$ cat config.mk
export PLATFORM = sky130hd
export DESIGN_NAME = display_window_pixel_stream_unit
export DESIGN_NICKNAME = d
export VERILOG_FILES = /design/src/hw/rtl/dwp_pkg.sv /design/src/hw/rtl/dwp_front.sv /design/src/hw/rtl/dwp_queue.sv /design/src/hw/rtl/dwp_back.sv /design/src/hw/rtl/display_window_pixel_stream_unit.sv
export SDC_FILE = /design/constraint.sdc
export NUM_CORES = 1
export LEC_CHECK = 0
export BUFFER_PORTS_ARGS = -buffer_cell sky130_fd_sc_hd__buf_2
export CAP_MARGIN = 20
export CORE_MARGIN = 2
export CORE_UTILIZATION = 50
export CTS_BUF_LIST = sky130_fd_sc_hd__clkbuf_8
export DETAILED_ROUTE_END_ITERATION = 8
export GPL_TIMING_DRIVEN = 0
export PLACE_DENSITY = 0.69
export SETUP_SLACK_MARGIN = 0.05
export SYNTH_ARGS = -nofsm -noshare
export SYNTH_HDL_FRONTEND = slang
export SYNTH_SLANG_ARGS = --single-unit
$ cat constraint.sdc
create_clock -name clk -period 6.04 [get_ports clk]
set_input_delay 1.208 -clock clk [delete_from_list [all_inputs] [get_ports clk]]
set_output_delay 1.208 -clock clk [all_outputs]
set_load 0.1 [all_outputs]
$ cat src/hw/rtl/dwp_pkg.sv
// Package for the display window pixel stream unit.
// Holds the descriptor type, the mode and kind codes and the panel command bytes.
// No dependencies.
package dwp_pkg;

	// Request modes, carried on the slave tuser port.
	localparam logic [2:0] MODE_WINDOW = 3'd0;
	localparam logic [2:0] MODE_RGB565 = 3'd1;
	localparam logic [2:0] MODE_RGB888 = 3'd2;
	localparam logic [2:0] MODE_ORIENT = 3'd3;
	localparam logic [2:0] MODE_RAW_CMD = 3'd4;
	localparam logic [2:0] MODE_RAW_DATA = 3'd5;

	// Panel command bytes.
	localparam logic [7:0] CMD_COLUMN_ADDR = 8'h2A;
	localparam logic [7:0] CMD_ROW_ADDR = 8'h2B;
	localparam logic [7:0] CMD_MEMORY_WRITE = 8'h2C;
	localparam logic [7:0] CMD_ORIENTATION = 8'h36;

	// Default depth of the queue between front and back.
	localparam int QUEUE_DEPTH = 2;

	// Kinds of work the back end knows how to emit.
	localparam logic [1:0] KIND_WINDOW = 2'd0; // eleven-byte window sequence
	localparam logic [1:0] KIND_WORD = 2'd1;   // two data bytes, high first
	localparam logic [1:0] KIND_ORIENT = 2'd2; // orientation command plus one data byte
	localparam logic [1:0] KIND_SINGLE = 2'd3; // one byte, command or data

	// Classified request. For a window the payload is
	// {end_row, start_row, end_col, start_col}; otherwise the low bits hold the word or byte.
	typedef struct packed {
		logic [1:0]  kind;
		logic        is_data;
		logic [63:0] payload;
	} dwp_desc_t;

	typedef struct packed {
		logic pop;
		logic busy_window;
		logic [3:0] idx;
	} dwp_back_status_t;

endpackage

$ cat src/hw/rtl/dwp_front.sv
// Front end of the display window pixel stream unit: accepts requests and
// classifies them into descriptors, with one register stage. Depends on dwp_pkg.
module dwp_front (
	input  logic              clk,
	input  logic              arst_n,
	input  logic              s_tvalid,
	output logic              s_tready,
	input  logic [95:0]       s_tdata,
	input  logic [2:0]        s_tuser,
	output logic              q_wr_valid,
	input  logic              q_wr_ready,
	output dwp_pkg::dwp_desc_t q_wr_desc
);
	import dwp_pkg::*;

	logic [15:0] start_col;
	logic [15:0] start_row;
	logic [15:0] win_width;
	logic [15:0] win_height;
	logic [23:0] pixel_color;
	logic [7:0]  byte_value;
	logic [15:0] end_col;
	logic [15:0] end_row;
	logic        keep;
	logic        accept;
	dwp_desc_t   desc_d;
	logic        valid_s1;
	dwp_desc_t   desc_s1;

	assign start_col = s_tdata[15:0];
	assign start_row = s_tdata[31:16];
	assign win_width = s_tdata[47:32];
	assign win_height = s_tdata[63:48];
	assign pixel_color = s_tdata[87:64];
	assign byte_value = s_tdata[95:88];

	// End coordinates wrap in 16 bits.
	assign end_col = start_col + win_width - 16'd1;
	assign end_row = start_row + win_height - 16'd1;

	always_comb begin
		keep = 1'b1;
		desc_d.kind = KIND_SINGLE;
		desc_d.is_data = 1'b0;
		desc_d.payload = '0;
		case (s_tuser)
			MODE_WINDOW: begin
				desc_d.kind = KIND_WINDOW;
				desc_d.payload = {end_row, start_row, end_col, start_col};
			end
			MODE_RGB565: begin
				desc_d.kind = KIND_WORD;
				desc_d.payload[15:0] = pixel_color[15:0];
			end
			MODE_RGB888: begin
				desc_d.kind = KIND_WORD;
				desc_d.payload[15:0] = {pixel_color[23:19], pixel_color[15:10], pixel_color[7:3]};
			end
			MODE_ORIENT: begin
				desc_d.kind = KIND_ORIENT;
				desc_d.payload[7:0] = byte_value;
			end
			MODE_RAW_CMD: begin
				desc_d.payload[7:0] = byte_value;
			end
			MODE_RAW_DATA: begin
				desc_d.is_data = 1'b1;
				desc_d.payload[7:0] = byte_value;
			end
			default: begin
				// Undefined modes are taken and dropped.
				keep = 1'b0;
			end
		endcase
	end

	assign s_tready = !valid_s1 || q_wr_ready;
	assign accept = s_tvalid && s_tready;

	always_ff @(posedge clk or negedge arst_n) begin
		if (!arst_n) begin
			valid_s1 <= 1'b0;
		end else if (accept) begin
			valid_s1 <= keep;
		end else if (q_wr_ready) begin
			valid_s1 <= 1'b0;
		end
	end

	always_ff @(posedge clk) begin
		if (accept) begin
			desc_s1 <= desc_d;
		end
	end

	assign q_wr_valid = valid_s1;
	assign q_wr_desc = desc_s1;

endmodule

$ cat src/hw/rtl/dwp_queue.sv
// Short descriptor queue between the front and back ends of the display window
// pixel stream unit. Depends on dwp_pkg.
module dwp_queue #(
	parameter int DEPTH = dwp_pkg::QUEUE_DEPTH,
	localparam int PTR_W = $clog2(DEPTH),
	localparam int CNT_W = $clog2(DEPTH + 1)
) (
	input  logic               clk,
	input  logic               arst_n,
	input  logic               wr_valid,
	output logic               wr_ready,
	input  dwp_pkg::dwp_desc_t wr_desc,
	output logic               rd_valid,
	input  logic               rd_pop,
	output dwp_pkg::dwp_desc_t rd_desc,
	output logic [CNT_W-1:0]   count
);
	import dwp_pkg::*;

	dwp_desc_t        mem_q [DEPTH];
	logic [PTR_W-1:0] wr_ptr_q;
	logic [PTR_W-1:0] rd_ptr_q;
	logic [CNT_W-1:0] count_q;
	logic             do_wr;
	logic             do_rd;

	assign wr_ready = count_q != CNT_W'(DEPTH);
	assign rd_valid = count_q != '0;
	assign do_wr = wr_valid && wr_ready;
	assign do_rd = rd_pop && rd_valid;
	assign rd_desc = mem_q[rd_ptr_q];
	assign count = count_q;

	always_ff @(posedge clk or negedge arst_n) begin
		if (!arst_n) begin
			wr_ptr_q <= '0;
			rd_ptr_q <= '0;
			count_q <= '0;
		end else begin
			if (do_wr) begin
				wr_ptr_q <= (wr_ptr_q == PTR_W'(DEPTH - 1)) ? '0 : wr_ptr_q + 1'b1;
			end
			if (do_rd) begin
				rd_ptr_q <= (rd_ptr_q == PTR_W'(DEPTH - 1)) ? '0 : rd_ptr_q + 1'b1;
			end
			if (do_wr && !do_rd) begin
				count_q <= count_q + 1'b1;
			end else if (do_rd && !do_wr) begin
				count_q <= count_q - 1'b1;
			end
		end
	end

	always_ff @(posedge clk) begin
		if (do_wr) begin
			mem_q[wr_ptr_q] <= wr_desc;
		end
	end

endmodule

$ cat src/hw/rtl/dwp_back.sv
// Back end of the display window pixel stream unit: walks each descriptor byte
// by byte into the output register. Depends on dwp_pkg.
module dwp_back (
	input  logic                      clk,
	input  logic                      arst_n,
	input  logic                      head_valid,
	input  dwp_pkg::dwp_desc_t        head_desc,
	output logic                      head_pop,
	output logic                      m_tvalid,
	input  logic                      m_tready,
	output logic [7:0]                m_tdata,
	output logic                      m_tuser,
	output logic                      m_tlast,
	output dwp_pkg::dwp_back_status_t status
);
	import dwp_pkg::*;

	// Byte positions within the window sequence.
	localparam logic [3:0] POS_COL_CMD = 4'd0;
	localparam logic [3:0] POS_COL_SHI = 4'd1;
	localparam logic [3:0] POS_COL_SLO = 4'd2;
	localparam logic [3:0] POS_COL_EHI = 4'd3;
	localparam logic [3:0] POS_COL_ELO = 4'd4;
	localparam logic [3:0] POS_ROW_CMD = 4'd5;
	localparam logic [3:0] POS_ROW_SHI = 4'd6;
	localparam logic [3:0] POS_ROW_SLO = 4'd7;
	localparam logic [3:0] POS_ROW_EHI = 4'd8;
	localparam logic [3:0] POS_ROW_ELO = 4'd9;
	localparam logic [3:0] POS_MEM_WR = 4'd10;

	logic [3:0] idx_q;
	logic [7:0] nxt_byte;
	logic       nxt_data;
	logic       nxt_last;
	logic       advance;
	logic       m_tvalid_q;
	logic [7:0] m_byte_q;
	logic       m_data_q;
	logic       m_last_q;

	always_comb begin
		nxt_byte = head_desc.payload[7:0];
		nxt_data = 1'b1;
		nxt_last = 1'b0;
		case (head_desc.kind)
			KIND_WINDOW: begin
				case (idx_q)
					POS_COL_CMD: begin
						nxt_byte = CMD_COLUMN_ADDR;
						nxt_data = 1'b0;
					end
					POS_COL_SHI: nxt_byte = head_desc.payload[15:8];
					POS_COL_SLO: nxt_byte = head_desc.payload[7:0];
					POS_COL_EHI: nxt_byte = head_desc.payload[31:24];
					POS_COL_ELO: nxt_byte = head_desc.payload[23:16];
					POS_ROW_CMD: begin
						nxt_byte = CMD_ROW_ADDR;
						nxt_data = 1'b0;
					end
					POS_ROW_SHI: nxt_byte = head_desc.payload[47:40];
					POS_ROW_SLO: nxt_byte = head_desc.payload[39:32];
					POS_ROW_EHI: nxt_byte = head_desc.payload[63:56];
					POS_ROW_ELO: nxt_byte = head_desc.payload[55:48];
					default: begin
						nxt_byte = CMD_MEMORY_WRITE;
						nxt_data = 1'b0;
						nxt_last = 1'b1;
					end
				endcase
			end
			KIND_WORD: begin
				nxt_byte = (idx_q == 4'd0) ? head_desc.payload[15:8] : head_desc.payload[7:0];
				nxt_last = idx_q != 4'd0;
			end
			KIND_ORIENT: begin
				if (idx_q == 4'd0) begin
					nxt_byte = CMD_ORIENTATION;
					nxt_data = 1'b0;
				end else begin
					nxt_last = 1'b1;
				end
			end
			default: begin
				nxt_data = head_desc.is_data;
				nxt_last = 1'b1;
			end
		endcase
	end

	assign advance = head_valid && (!m_tvalid_q || m_tready);
	assign head_pop = advance && nxt_last;

	always_ff @(posedge clk or negedge arst_n) begin
		if (!arst_n) begin
			idx_q <= '0;
			m_tvalid_q <= 1'b0;
		end else begin
			if (advance) begin
				idx_q <= nxt_last ? 4'd0 : idx_q + 4'd1;
				m_tvalid_q <= 1'b1;
			end else if (m_tready) begin
				m_tvalid_q <= 1'b0;
			end
		end
	end

	always_ff @(posedge clk) begin
		if (advance) begin
			m_byte_q <= nxt_byte;
			m_data_q <= nxt_data;
			m_last_q <= nxt_last;
		end
	end

	assign m_tvalid = m_tvalid_q;
	assign m_tdata = m_byte_q;
	assign m_tuser = m_data_q;
	assign m_tlast = m_last_q;

	assign status.pop = head_pop;
	assign status.busy_window = head_valid && (head_desc.kind == KIND_WINDOW);
	assign status.idx = idx_q;

endmodule

$ cat src/hw/rtl/display_window_pixel_stream_unit.sv
// Top level of the display window pixel stream unit: turns display requests
// into a tagged command/data byte stream. Depends on dwp_pkg, dwp_front, dwp_queue, dwp_back.
//
//  channel | dir | signals                                  | one word is
//  --------+-----+------------------------------------------+-------------------------------
//  s_*     | in  | s_tvalid s_tready s_tdata[95:0] s_tuser  | one display request
//  m_*     | out | m_tvalid m_tready m_tdata[7:0] m_tuser   | one byte for the panel
//          |     | m_tlast                                  |
//
// Each request yields its bytes in order: a window gives 11 words, a pixel 2,
// an orientation request 2 and a raw byte 1, all set by the back end's byte sequencer,
// which emits one byte per cycle into the output register while m_tready does not stall it.
// The front end takes a new request every cycle while the queue has room, so with
// back-to-back requests a pixel stream is paced by the back end's two bytes per pixel.
// Undefined modes are accepted and yield no word.
// Reset is asynchronous and clears the front stage, queue pointers, byte counter and
// output valid; the first request may be taken in the cycle after reset is released.
// A stall on m_tready holds the output word; requests then fill the front stage and
// queue, after which s_tready drops until the back end drains.
module display_window_pixel_stream_unit #(
	parameter int QDEPTH = dwp_pkg::QUEUE_DEPTH
) (
	input  logic        clk,
	input  logic        arst_n,
	input  logic        s_tvalid,
	output logic        s_tready,
	// s_tdata, lowest bit up: start_col[15:0], start_row[31:16], win_width[47:32],
	// win_height[63:48], pixel_color[87:64], byte_value[95:88]
	input  logic [95:0] s_tdata,
	// s_tuser: mode[2:0]
	input  logic [2:0]  s_tuser,
	output logic        m_tvalid,
	input  logic        m_tready,
	// m_tdata: out_byte[7:0]
	output logic [7:0]  m_tdata,
	// m_tuser: is_data[0], high for a data byte and low for a command byte
	output logic        m_tuser,
	// m_tlast: last_byte, high on the final word of a request
	output logic        m_tlast
);
	import dwp_pkg::*;

	localparam int CNT_W = $clog2(QDEPTH + 1);

	logic             q_wr_valid;
	logic             q_wr_ready;
	dwp_desc_t        q_wr_desc;
	logic             q_rd_valid;
	logic             q_pop;
	dwp_desc_t        q_rd_desc;
	logic [CNT_W-1:0] q_count;
	dwp_back_status_t back_status;

	// Front end: accepts and classifies requests, computes window end coordinates.
	dwp_front u_front (
		.clk        (clk),
		.arst_n     (arst_n),
		.s_tvalid   (s_tvalid),
		.s_tready   (s_tready),
		.s_tdata    (s_tdata),
		.s_tuser    (s_tuser),
		.q_wr_valid (q_wr_valid),
		.q_wr_ready (q_wr_ready),
		.q_wr_desc  (q_wr_desc)
	);

	// Descriptor queue that lets the front and back stall independently.
	dwp_queue #(
		.DEPTH (QDEPTH)
	) u_queue (
		.clk      (clk),
		.arst_n   (arst_n),
		.wr_valid (q_wr_valid),
		.wr_ready (q_wr_ready),
		.wr_desc  (q_wr_desc),
		.rd_valid (q_rd_valid),
		.rd_pop   (q_pop),
		.rd_desc  (q_rd_desc),
		.count    (q_count)
	);

	// Back end: walks the head descriptor out one byte per cycle while m_tready does not stall it.
	dwp_back u_back (
		.clk        (clk),
		.arst_n     (arst_n),
		.head_valid (q_rd_valid),
		.head_desc  (q_rd_desc),
		.head_pop   (q_pop),
		.m_tvalid   (m_tvalid),
		.m_tready   (m_tready),
		.m_tdata    (m_tdata),
		.m_tuser    (m_tuser),
		.m_tlast    (m_tlast),
		.status     (back_status)
	);

	// The queue never holds more than its depth.
	a_queue_bound: assert property (@(posedge clk) disable iff (!arst_n)
		q_count <= CNT_W'(QDEPTH))
		else $error("queue count beyond depth");

	// Only a window sequence runs past the second byte.
	a_short_kinds: assert property (@(posedge clk) disable iff (!arst_n)
		(q_rd_valid && !back_status.busy_window) |-> (back_status.idx <= 4'd1))
		else $error("byte counter out of range for a short request");

	// Retiring a descriptor always leaves its final word in the output register.
	a_pop_last: assert property (@(posedge clk) disable iff (!arst_n)
		back_status.pop |=> (m_tvalid && m_tlast))
		else $error("descriptor retired without a final word");

endmodule

==> reports/results.txt <==
Top cells by area, synth: edfxtp_1 55%, ha_1 6.8%, mux2i_1 5.5%, inv_1 4.3%, nor2_1 2.3%
Nets@finish: 1276
CTS Root Cell: clkbuf_8
Vias: 7900
Worst path arrival time: 3710 ps
Gr usage total: 22.02%
Most frequent cells in the layout: 211 x edfxtp_1, 143 x inv_1, 117 x buf_2
Post-synth top area cell: edfxtp_1
DRT iter0 DRCs: 595
Post-Route WL: 26.20 mm
Syn Inst Count: 955
Sequential-to-total area share from yosys stat: 57.17%
I/O pin count: 115
Vias in the first global route: 7618
Max Cap Violations: 0
Final hold vios: 0
Cts repair resizes: 0
Synth Warn #: 0
Antenna diodes: 0
Power per cell area: 425.4 nW/µm²
Fill cell count: 1837
GR Layer Usage met2: 35.78%
Final period utilization: 57.09%
FMAX: 290.0 MHz
Setup total negative slack: 0 ps
P&R area growth vs syn: 14.73%
Ys async rst share: 4.525%
Worst skew pair latency: 540 ps
Synth Cell Area: 11520 µm²
Most Used Layer, Global Route: met2
Slew HR: 38.09%
Routed Antenna Nets: 0
Htree depth: 2
Critical path class: primary input to flop
Syn_nets: 1123
Clock skew: 32.84 ps
GRT met1 Usage: 30.42%
Share of cells above drive strength 1: 19.56%
Pleak: 5.522 nW
Die area: 24270 µm²
Worst VDD drop: 0.3594 mV
Clock transition at path regs: 60 ps
Final-report max-slew violation count: 0
Setup bufs post-CTS: 0
Number of flops mapped to enable cells by yosys: 211
CTS Buf Count: 37
Average wire per standard cell: 18.45 µm
WHS: 428.1 ps
Minimum clock period: 3448 ps
Hold Path Class: flop to flop
CTS Hold Bufs: 0
Routed vias/inst: 5.563
Initial Util: 50.88%
TritonCTS clock tree: yes
Worst-Margin Slew: 928.7 ps
Synthesized area per cell: 12.06 µm²
Prevailing post-synth register cell: edfxtp_1
Synth top area share: 55.00%
Final setup fails: 0
RSZ-0062 raised after global routing: false
Die width: 155.8 µm
Crit. End Element: flop
Largest net degree at the start of global routing: 68
DP Wirelength: 19.43 mm
Status: finished, final reports clean
Worst EP required: 6300 ps
Clk buf depth: 3
Synthesized flop and latch total: 221
Crit-path max FO: 4
DRC Markers: 0
TritonCTS Sinks: 221
Most common cell after layout, fill and taps aside: edfxtp_1
Core area: 22640 µm²
Initial antenna violation count: 0
Power Total: 5.623 mW
GPL Wtd Cong: 0.9472
DRT Pass-1 Iters: 7
Global-route wire length before repair: 40.87 mm
Total grt overflow: 0
Die H: 155.8 µm
Met3 Track Usage GR: 3.361%
CP startpoint kind: primary input
Port Buffers: 111
Yosys cell types: 73
Row count: 55
==> metrics by stage <==
step / area [µm²] / utilization, % / setup WS, ps / std cells
after global routing: 13220 / 58.38 / 2496 / 1420
after detailed placement: 12510 / 55.27 / 2086 / 1354
after floorplan: 11520 / - / 2116 / 955
after global placement: 12430 / 54.91 / 426.0 / 1351
after CTS: 13220 / 58.38 / 2609 / 1420
final: 13220 / 58.38 / 2592 / 1420
==> final cells by class <==
| cell class | count | area [µm²] | area share (%) |
|---|---|---|---|
| inverters | 133 | 499.2 | 3.777 |
| flip-flops and latches | 221 | 6586 | 49.83 |
| clock buffers | 39 | 536.8 | 4.061 |
| clock inverters | 27 | 165.2 | 1.250 |
| well taps | 285 | 356.6 | 2.698 |
| repair buffers | 114 | 623.1 | 4.715 |
| plain buffers | 36 | 183.9 | 1.392 |
| multi-input cells | 565 | 4265 | 32.27 |
==> cells in the mapped netlist (8+ instances only) <==
cell,instances
nand3b_1,8
nor2_1,71
and3_1,8
inv_1,133
or3_1,9
o21ai_0,35
a21o_1,9
o21a_1,15
edfxtp_1,211
a21oi_1,41
o22ai_1,26
nor2b_1,10
clkbuf_1,18
nand2_1,39
dfrtp_1,10
mux4_2,9
nor3_1,22
a211oi_1,12
nand3_1,13
ha_1,63
mux2i_1,63
==> power by group <==
| group | switching (mW) | internal (mW) | total (mW) |
|---|---|---|---|
| clock network | 0.573 | 0.684 | 1.26 |
| logic | 1.37 | 0.685 | 2.06 |
| registers | 0.137 | 2.17 | 2.31 |
==> state kept, by name (all words and copies together), names as in the netlist <==
register	count
u_queue.mem_q	134
u_front.q_wr_valid	1
u_queue.count	2
u_front.q_wr_desc	67
u_back.m_tuser	1
u_queue.rd_ptr_q	1
u_back.m_tdata	8
u_queue.wr_ptr_q	1
u_back.idx_q	4
u_back.m_tlast	1
u_back.m_tvalid	1
==> worst max-delay path: stages <==
cell and delay, ps:
buf_2 70, inv_1 40, ha_1 280, inv_1 60
ha_1 190, inv_1 60, fa_1 370, nor2b_1 250
o31ai_1 180, a2111oi_0 720, or4_1 210, nand2_1 50
==> path summary, 6_finish.rpt <==
check,cells after the start,slack [ps],from,end
max,12,2590,s_tdata[17],u_front.q_wr_desc[63]
min,0,430,u_front.q_wr_desc[49],u_queue.mem_q[1][49]
max reg2reg,10,3180,u_back.idx_q[0],u_queue.count[1]
min reg2reg,0,430,u_front.q_wr_desc[49],u_queue.mem_q[1][49]
max in group asynchronous,1,5300,arst_n,u_back.idx_q[1]
min in group asynchronous,1,540,arst_n,u_back.idx_q[0]
==> kinds of logic after synthesis <==
family                     Yosys count  synth area share (%)
muxes                               80                 8.211
xor gates and xnor gates            12                 1.043
buffers and inverters              169                 5.930
and+or+nand+nor                    219                 9.601
adders and majority gates           65                 7.190
AOI/OAI and AO/OA                  189                 10.85
DFF                                221                 57.17
==> layer usage <==
layer | wire length [µm] | up-vias
met5 | 0 | -
met1 | 11330 | 3781
met2 | 12630 | 252
li1 | - | 3814
met3 | 1537 | 53
met4 | 708 | 0
No activity file was read; power rests on OpenSTA's default activity.
